[config.mk]
export PLATFORM = sky130hd
export DESIGN_NAME = indexed_list_store
export DESIGN_NICKNAME = d
export VERILOG_FILES = /design/src/rtl/core/ils_pkg.sv /design/src/rtl/core/ils_shifter.sv /design/src/rtl/core/indexed_list_store.sv
export SDC_FILE = /design/constraint.sdc
export NUM_CORES = 2
export LEC_CHECK = 0
export ABC_AREA = 1
export ABC_CLOCK_PERIOD_IN_PS = 4650
export BUFFER_PORTS_ARGS = -buffer_cell sky130_fd_sc_hd__buf_2
export CAP_MARGIN = 20
export CORE_AREA = 2 2 666 668
export DETAILED_ROUTE_END_ITERATION = 16
export DIE_AREA = 0 0 668 670
export PLACE_DENSITY_LB_ADDON = 0.15
export SYNTH_ARGS = -nofsm -noshare
export SYNTH_HDL_FRONTEND = slang
export SYNTH_SLANG_ARGS = --single-unit
export TNS_END_PERCENT = 30
[constraint.sdc]
create_clock -name clk -period 4.65 [get_ports clk]
set_clock_uncertainty 0.15 [all_clocks]
set_input_delay 0.6975 -clock clk [delete_from_list [all_inputs] [get_ports clk]]
set_output_delay 0.6975 -clock clk [all_outputs]
set_load 0.1 [all_outputs]
[src/rtl/core/ils_pkg.sv]
// package for indexed_list_store: payload types, op and status codes
package ils_pkg;
	localparam int unsigned CapacityDefault = 64;
	localparam int unsigned PosW = 7;
	localparam int unsigned DataW = 32;

	typedef enum logic [1:0] {
		OP_READ = 2'd0,
		OP_INSERT = 2'd1,
		OP_APPEND = 2'd2,
		OP_DELETE = 2'd3
	} op_t;

	typedef enum logic [1:0] {
		ST_DONE = 2'd0,
		ST_RANGE = 2'd1,
		ST_FULL = 2'd2
	} status_t;

	typedef struct packed {
		logic [1:0] op;
		logic [PosW-1:0] position;
		logic signed [DataW-1:0] value;
	} req_t;

	typedef struct packed {
		logic signed [DataW-1:0] read_value;
		logic [1:0] status;
		logic [PosW-1:0] length;
	} rsp_t;
endpackage

[src/rtl/core/ils_shifter.sv]
// entry memory with a shift sequencer for insert and delete that moves one entry per read/write pair
module ils_shifter #(
	parameter int unsigned Capacity = ils_pkg::CapacityDefault,
	parameter int unsigned AddrW = (Capacity > 1) ? $clog2(Capacity) : 1
) (
	input logic clk,
	input logic arst_n,
	input logic start,
	input logic dir_up,
	input logic [AddrW-1:0] lo,
	input logic [AddrW-1:0] hi,
	input logic [ils_pkg::DataW-1:0] new_value,
	input logic rd_en,
	input logic [AddrW-1:0] rd_addr,
	output logic [ils_pkg::DataW-1:0] rd_data,
	output logic busy
);
	import ils_pkg::*;

	typedef enum logic [1:0] {S_IDLE, S_READ, S_WRITE} state_t;

	logic [DataW-1:0] mem [Capacity];
	state_t state_q;
	logic dir_q;
	logic [AddrW-1:0] cur_q, lo_q, hi_q;
	logic [DataW-1:0] val_q;
	logic [AddrW-1:0] raddr;
	logic ren, wen;
	logic [AddrW-1:0] waddr;
	logic [DataW-1:0] wdata;

	// up: walk from hi down to lo+1 copying [i-1] into [i], then write lo
	// down: walk from lo up to hi-1 copying [i+1] into [i]
	always_comb begin
		ren = 1'b0;
		raddr = rd_addr;
		wen = 1'b0;
		waddr = cur_q;
		wdata = rd_data;
		unique case (state_q)
			S_IDLE: begin
				ren = rd_en;
			end
			S_READ: begin
				ren = 1'b1;
				raddr = dir_q ? cur_q - AddrW'(1) : cur_q + AddrW'(1);
			end
			S_WRITE: begin
				wen = 1'b1;
			end
			default: ;
		endcase
	end

	always_ff @(posedge clk) begin
		if (wen) begin
			mem[waddr] <= wdata;
		end
		if (ren) begin
			rd_data <= mem[raddr];
		end
		if (state_q == S_IDLE && start && dir_up && lo == hi) begin
			mem[lo] <= new_value;
		end
		if (state_q == S_WRITE && dir_q && cur_q - AddrW'(1) == lo_q) begin
			mem[lo_q] <= val_q;
		end
	end

	always_ff @(posedge clk or negedge arst_n) begin
		if (!arst_n) begin
			state_q <= S_IDLE;
			dir_q <= 1'b0;
			cur_q <= '0;
			lo_q <= '0;
			hi_q <= '0;
			val_q <= '0;
		end else begin
			unique case (state_q)
				S_IDLE: begin
					if (start && lo != hi) begin
						dir_q <= dir_up;
						cur_q <= dir_up ? hi : lo;
						lo_q <= lo;
						hi_q <= hi;
						val_q <= new_value;
						state_q <= S_READ;
					end
				end
				S_READ: begin
					state_q <= S_WRITE;
				end
				S_WRITE: begin
					if (dir_q) begin
						cur_q <= cur_q - AddrW'(1);
						state_q <= (cur_q - AddrW'(1) == lo_q) ? S_IDLE : S_READ;
					end else begin
						cur_q <= cur_q + AddrW'(1);
						state_q <= (cur_q + AddrW'(1) == hi_q) ? S_IDLE : S_READ;
					end
				end
				default: state_q <= S_IDLE;
			endcase
		end
	end

	assign busy = (state_q != S_IDLE);
endmodule

[src/rtl/core/indexed_list_store.sv]
// indexed_list_store: ordered list of signed values in one synchronous memory
// read, append, tail insert, last-entry delete and rejected requests need no shift: S_WAIT, S_SHIFT, S_OUT
// insert at p < n with n entries shifts n-p entries; delete at p < n-1 shifts n-p-1 entries
// shifts are done by the sequencer, which moves one entry per read/write pair
// one transaction at a time: next input accepted the cycle after the result is taken
// reset clears the entry count and control; entry contents stay undefined
module indexed_list_store #(
	parameter int unsigned Capacity = ils_pkg::CapacityDefault
) (
	input logic clk,
	input logic arst_n,
	input logic in_valid,
	output logic in_ready,
	input ils_pkg::req_t in_data,
	output logic out_valid,
	input logic out_ready,
	output ils_pkg::rsp_t out_data
);
	import ils_pkg::*;

	localparam int unsigned AddrW = (Capacity > 1) ? $clog2(Capacity) : 1;
	localparam int unsigned CntW = $clog2(Capacity + 1);
	// compare width covers both the position field and the count
	localparam int unsigned CmpW = ((CntW > PosW) ? CntW : PosW) + 1;

	typedef enum logic [1:0] {S_IDLE, S_WAIT, S_SHIFT, S_OUT} state_t;

	state_t state_q;
	logic [CntW-1:0] count_q;
	logic is_read_q;
	rsp_t rsp_q;

	// request decode
	logic [CmpW-1:0] pos_ext, count_ext;
	logic in_range, ins_ok, full;
	logic start, dir_up, rd_en;
	logic [AddrW-1:0] lo, hi, rd_addr;
	logic [DataW-1:0] rd_data;
	logic busy;
	logic accept;
	logic [CntW-1:0] next_count;
	status_t st;

	assign accept = in_valid && in_ready;
	assign in_ready = (state_q == S_IDLE);
	assign pos_ext = CmpW'(in_data.position);
	assign count_ext = CmpW'(count_q);
	assign full = (count_q >= CntW'(Capacity));
	assign in_range = pos_ext < count_ext;
	assign ins_ok = pos_ext <= count_ext;

	always_comb begin
		st = ST_DONE;
		start = 1'b0;
		dir_up = 1'b1;
		rd_en = 1'b0;
		lo = AddrW'(in_data.position);
		hi = count_q[AddrW-1:0];
		rd_addr = AddrW'(in_data.position);
		next_count = count_q;
		unique case (op_t'(in_data.op))
			OP_READ: begin
				if (in_range) rd_en = 1'b1;
				else st = ST_RANGE;
			end
			OP_INSERT: begin
				if (!ins_ok) st = ST_RANGE;
				else if (full) st = ST_FULL;
				else begin
					start = 1'b1;
					next_count = count_q + CntW'(1);
				end
			end
			OP_APPEND: begin
				lo = count_q[AddrW-1:0];
				if (full) st = ST_FULL;
				else begin
					start = 1'b1;
					next_count = count_q + CntW'(1);
				end
			end
			OP_DELETE: begin
				dir_up = 1'b0;
				hi = AddrW'(count_q - CntW'(1));
				if (!in_range) st = ST_RANGE;
				else begin
					start = 1'b1;
					next_count = count_q - CntW'(1);
				end
			end
			default: ;
		endcase
	end

	ils_shifter #(.Capacity(Capacity), .AddrW(AddrW)) u_shift (
		.clk(clk),
		.arst_n(arst_n),
		.start(accept && start),
		.dir_up(dir_up),
		.lo(lo),
		.hi(hi),
		.new_value(in_data.value),
		.rd_en(accept && rd_en),
		.rd_addr(rd_addr),
		.rd_data(rd_data),
		.busy(busy)
	);

	// the result register doubles as the output stage
	always_ff @(posedge clk or negedge arst_n) begin
		if (!arst_n) begin
			state_q <= S_IDLE;
			count_q <= '0;
			is_read_q <= 1'b0;
			rsp_q <= '0;
		end else begin
			unique case (state_q)
				S_IDLE: begin
					if (accept) begin
						count_q <= next_count;
						is_read_q <= rd_en;
						rsp_q.read_value <= '1;
						rsp_q.status <= st;
						rsp_q.length <= PosW'(next_count);
						state_q <= S_WAIT;
					end
				end
				S_WAIT: begin
					// memory read data arrives this cycle
					if (is_read_q) rsp_q.read_value <= rd_data;
					state_q <= S_SHIFT;
				end
				S_SHIFT: begin
					if (!busy) state_q <= S_OUT;
				end
				S_OUT: begin
					if (out_ready) state_q <= S_IDLE;
				end
				default: state_q <= S_IDLE;
			endcase
		end
	end

	assign out_valid = (state_q == S_OUT);
	assign out_data = rsp_q;
endmodule

# Word-level counts from Yosys, hierarchy flattened
# Memory sizes are Yosys's and may differ from the RTL's. A register that Yosys moved wholly into a read port is not among the register bits.
# Index checks and enable logic that the tools add are counted.
[totals] regBits=97 mem_bits_rw=2048 input_bits=45 output_inout_bits=43 word_cells=102 memories=1
[mem_list] memory="u_shift.mem" words=64 width=32 rd=1 rd_clocked_by_memory_dff=1 wr=2 line="ils_shifter.sv:22" source="logic [DataW-1:0] mem [Capacity];"
[classes] addsub=4 n_lt_le_gt_ge=3 n_eq_ne=17 mux=44 n_reduce_logical=22
[op_table] cell="32-bit 2-to-1 mux" count=2
[op_table] cell="32-bit one-hot mux with 2 select lines" count=1
[op_table] cell="6-bit 2-to-1 mux" count=7
[op_table] cell="41-bit 2-to-1 mux" count=1
[op_table] cell="32-bit OR reduction" count=1
[op_table] cell="7-bit 2-to-1 mux" count=3
[op_table] cell="7-bit one-hot mux with 3 select lines" count=1
[op_table] cell="6-bit == test" count=3
[op_table] cell="1-bit 2-to-1 mux" count=16
[op_table] cell="2-bit 2-to-1 mux" count=7
[op_table] cell="2-bit one-hot mux with 3 select lines" count=2
[op_table] cell="6-bit one-hot mux with 2 select lines" count=1
[op_table] cell="2-bit == test (second input constant)" count=5
[op_table] cell="1-bit logical AND" count=9
[op_table] cell="2-bit one-hot mux with 4 select lines" count=1
[op_table] cell="7-bit by 1-bit adder with 7-bit output (second input constant)" count=1
[op_table] cell="7-bit >= comparator (second input constant)" count=1
[op_table] cell="7-bit <= comparator" count=1
[op_table] cell="7-bit < comparator" count=1
[op_table] cell="7-bit by 1-bit subtractor with 7-bit output (second input constant)" count=1
[op_table] cell="6-bit by 1-bit adder with 6-bit output (second input constant)" count=1
[op_table] cell="2-bit by 1-bit == test with 1-bit output (second input constant)" count=3
[op_table] cell="2-bit zero test" count=3
[op_table] cell="2-bit inequality test (second input constant)" count=3
[op_table] cell="9 further kinds" count=15

# Longest topological paths before layout
[depth] word_depth=12 mapped_depth=21 depth_no_buf=19

# Hierarchy
# A second synthesis with hierarchy kept.
[unflattened] cells_unflattened=17090 area_unflattened_um2=131600.0
[by_module_without_submodules] mod="ils_shifter" instances=1 cells_each=16685 area_each_um2=128680.9 seq_area_each_um2=63786.2
[by_module_without_submodules] mod="indexed_list_store" instances=1 cells_each=405 area_each_um2=2919.0 seq_area_each_um2=1101.1

# Worst setup path after synthesis
# Ideal clock, no wire load.
[synth_timing] path_kind="register to register" from="reg (tool-made name)" to="reg u_shift.rd_data[0] in the netlist's numbering (read register of u_shift.mem) (enable)" setup_ns=0.466 t_arrival_ns=4.651 required_time_ns=4.034 path_slack_ns=-0.617 path_stages_with_launch=10 path_buffers=0 period_less_slack_ns=5.267 path_cell_list="dfrtp_1 > clkinv_1 > ha_1 > nand2_1 > inv_1 > a21oi_1 > nand2_1 > inv_1 > nand3_1 > o21ai_0"
[synth_rtl] element="end, declared" line="ils_shifter.sv:15" source="output logic [ils_pkg::DataW-1:0] rd_data,"

# Worst setup path in the final report
[layout_timing] from="reg u_shift.cur_q[1]" to="reg u_shift.rd_data[27] in the netlist's numbering (read register of u_shift.mem), data pin"
[layout_between] elab_chain_cells=3 elab_cells_between_ends=4 cone_classes="add/sub (2); mux (2)"
[layout_lines] element="start, declared" line="ils_shifter.sv:25" source="logic [AddrW-1:0] cur_q, lo_q, hi_q;"
[layout_lines] element="start signal, assigned" line="ils_shifter.sv:83" source="cur_q <= dir_up ? hi : lo;"
[layout_lines] element="start signal, assigned" line="ils_shifter.sv:95" source="cur_q <= cur_q - AddrW'(1);"
[layout_lines] element="start signal, assigned" line="ils_shifter.sv:98" source="cur_q <= cur_q + AddrW'(1);"
[layout_lines] element="6-bit by 1-bit adder with 6-bit output or 6-bit by 1-bit subtractor with 6-bit output (tied branches)" line="ils_shifter.sv:46" source="raddr = dir_q ? cur_q - AddrW'(1) : cur_q + AddrW'(1);"
[layout_lines] element="6-bit 2-to-1 mux *" line="ils_shifter.sv:46"
[layout_lines] element="6-bit 2-to-1 mux *" line="ils_shifter.sv:40" source="unique case (state_q)"
# Every way passes the cells marked *; elsewhere a longest branch is shown, timed or not.
# A chain may end at the register's enable or synchronous reset.

==> results.yml <==
flow_run:
  max-cap-violations: 0
worst_setup_path:
  crit_required_ps: 5150
  arrival_ps: 5210
  cpMaxStageDelayCell: "o211ai_1"
  worst-path-buf-inv: 4
  crit_type: "register to register"
  cp-end-kind: "register"
  max_stage_delay_ps: 840
  crit_fanout: 45
  start_kind: "register"
  path_cells: "inv_1 -> ha_1 -> xor2_1 -> o21ai_4 -> inv_12 -> buf_12 -> buf_12 -> o21ai_0 -> o21ai_0 -> o211ai_1 -> nand3_2 -> nand3_1 -> nand2_1"
  r2r_slack_ps: -50
  cpLargestDelayFamily: "compound AO/OA/AOI/OAI gates"
clock_network:
  cts_num_sinks: 2177
  cts_root_buf: "clkbuf_16"
  h-tree-depth: 5
  path_clk_slew_ps: 60
  cts_tree: "built"
  cts_buffers: 270
  clock_path_buffers: 4
  clock_latency_ps: 930
timing:
  final-max-slew-violation-count: 0
  finalSetupViolations: 1
  worst_slew_pin_slew_ps: 1232
  finalHoldViolCount: 0
  rsz0062_at_grt: "yes"
  fin_ws_ps: -53.85
  min_period_ps: 4704
  timing.hold.ws_ps: 56.15
  min_period_over_period_pct: 101.2
  fmax_mhz: 212.6
  maxSlewHeadroom_pct: 17.86
placed_design:
  hpwl_mm: 325.3
  dpl.cell_count: 17101
  io_buffers: 87
  place_congestion: 0.9230
synth:
  ys_types: 43
  ys_seq_area_share_pct: 59.07
  syn_inst: 11829
  synth_edf_count: 2080
  avgSynthCellArea_um2: 9.287
  synth-seq-cells: 2177
  yosys_most_used_dff: "edfxtp_1"
  synth_warnings: 0
  syn_area_um2: 109900
  synth_fp_nets: 11894
  async_flop_share_pct: 4.456
worst_hold_path:
  min_path_type: "primary input to register"
detailed_routing:
  wire_per_inst_um: 29.09
  drt-total-wl_mm: 511.9
  antenna_left: 0
  dr.pass1.iters: 6
  route.vias.total: 91772
  drt-initial-drc-count: 11581
  vias_per_cell: 5.216
  drc: 0
outcome:
  violations: "negative setup slack"
  outcome: "finished, violations left"
cells_and_area:
  drive_gt1_share_pct: 11.02
  stdcell_count: 17595
  seqCellArea_um2: 64890
  fillers: 45957
  multiInputGateArea_um2: 38990
  final_cell_mix: "nand2_1 (2,428), edfxtp_1 (2,080), o21ai_1 (1,663), o21ai_0 (1,547), nor2_1 (1,269)"
  layout.nets: 11551
  area_delta_synth_final_pct: 16.88
  postLayoutCoreUtil_pct: 29.17
  final_common_cell: "nand2_1"
power:
  power.total_mw: 46.96
  p_leak_nw: 45.87
  ir_drop_mv: 0.4987
  power_density_nw_per_um2: 365.7
floorplanning:
  ios: 88
  start_util_pct: 24.95
  coreArea_um2: 440200
  row_count: 244
  die_y_um: 670
  die_area_um2: 447600
  die_w_um: 668
global_routing:
  grt_use_total_pct: 22.19
  grt_pass1_vias: 87128
  overflow: 0
  antenna_found_initial: 23
  grt_pass1_wl_mm: 707.5
  grt_max_degree: 116
-- area by class of cell --
type	count	share of cell area, %
sequential	2177	50.54
multi-input combinational	8176	30.36
timing repair buffer	704	6.490
tap	5904	5.753
clock buffer	356	5.686
clock inverter	106	0.6285
inverter	157	0.5135
antenna	15	0.02923
-- Yosys cell counts, types with 36 or more instances --
master	count	area [um^2]
nand2_1	2559	9605
edfxtp_1	2080	62460
o21ai_1	1666	8338
o21ai_0	1550	7757
nor2_1	1270	4767
clkbuf_1	893	3352
nand3_1	427	2137
o221ai_1	274	2400
buf_2	216	1081
o211ai_1	208	1562
buf_1	113	424.2
inv_1	109	409.1
dfrtp_1	97	2427
buf_6	89	1002
o22ai_1	44	275.3
clkinv_1	36	135.1
-- metrics by stage --
step                      setup TNS (ps)  worst slack, ps  instance area (um^2)
after detailed placement          -130.4           -130.4                120000
after global routing              -12.16           -12.16                128400
after CTS                              0            25.92                128300
after global placement            -131.1           -131.1                120000
after floorplan                  -226080           -172.1                109900
final                             -53.85           -53.85                128400
-- final timing paths --
| check | startpoint | end | cells after the start |
|---|---|---|---|
| worst min-delay path | in_data[7] | u_shift.val_q[7] | 3 |
| worst max-delay path | u_shift.cur_q[1] | u_shift.rd_data[27] | 13 |
| worst max register to register | u_shift.cur_q[1] | u_shift.rd_data[27] | 13 |
| max in group asynchronous | arst_n | u_shift.val_q[28] | 3 |
| min in group asynchronous | arst_n | asynchronous set/reset pin | 2 |
| worst min register to register | out_data[8] | out_data[8] | 2 |
-- routing by layer --
| metal | track usage [%] | up-vias | part of all wire, % |
|---|---|---|---|
| met1 | 29.38 | 45774 | 42 |
| met2 | 35.28 | 4048 | 46 |
| li1 | - | 41146 | - |
| met4 | 10.28 | 0 | 5.2 |
| met3 | 3.743 | 804 | 7.5 |
| met5 | 0 | - | 0 |
-- repair_timing --
action                                  4_1_cts  5_1_grt
hold buffers                                 16        0
pin swaps                                     1        3
resized for setup                             3        3
endpoints found under the setup margin        1       18
setup buffers                                 0        1
endpoints found under the hold margin        59        0
-- state kept, by name, summed over array words and instances (netlist names), named ones only --
name	cells
u_shift.cur_q	6
u_shift.rd_data	32
u_shift.mem	2048
u_shift.hi_q	6
u_shift.state_q	2
out_data	34
is_read_q	1
u_shift.val_q	32
u_shift.dir_q	1
u_shift.lo_q	6
state_q	2
-- worst reg2reg max path, stage by stage, from the launching register on --
cell,delay [ps]
dfrtp_1,420
inv_1,120
ha_1,340
xor2_1,210
o21ai_4,470
inv_12,210
buf_12,480
buf_12,240
o21ai_0,130
o21ai_0,160
o211ai_1,840
nand3_2,400
nand3_1,200
nand2_1,70
-- power breakdown --
part,leakage (nW),internal [mW],switching [mW]
registers,20.0,21.4,0.167
clock network,3.96,11.4,8.91
logic,21.9,1.06,4.02
-- cell families after synthesis --
kind of cell | synth area share (%)
compound gates | 19.31
xor+xnor | 0.1264
fa+ha+maj | 0.2278
buf+inv | 5.922
flops | 59.07
mux | 0.009112
simple gates | 15.34
No activity file was read; power rests on OpenSTA's default activity.
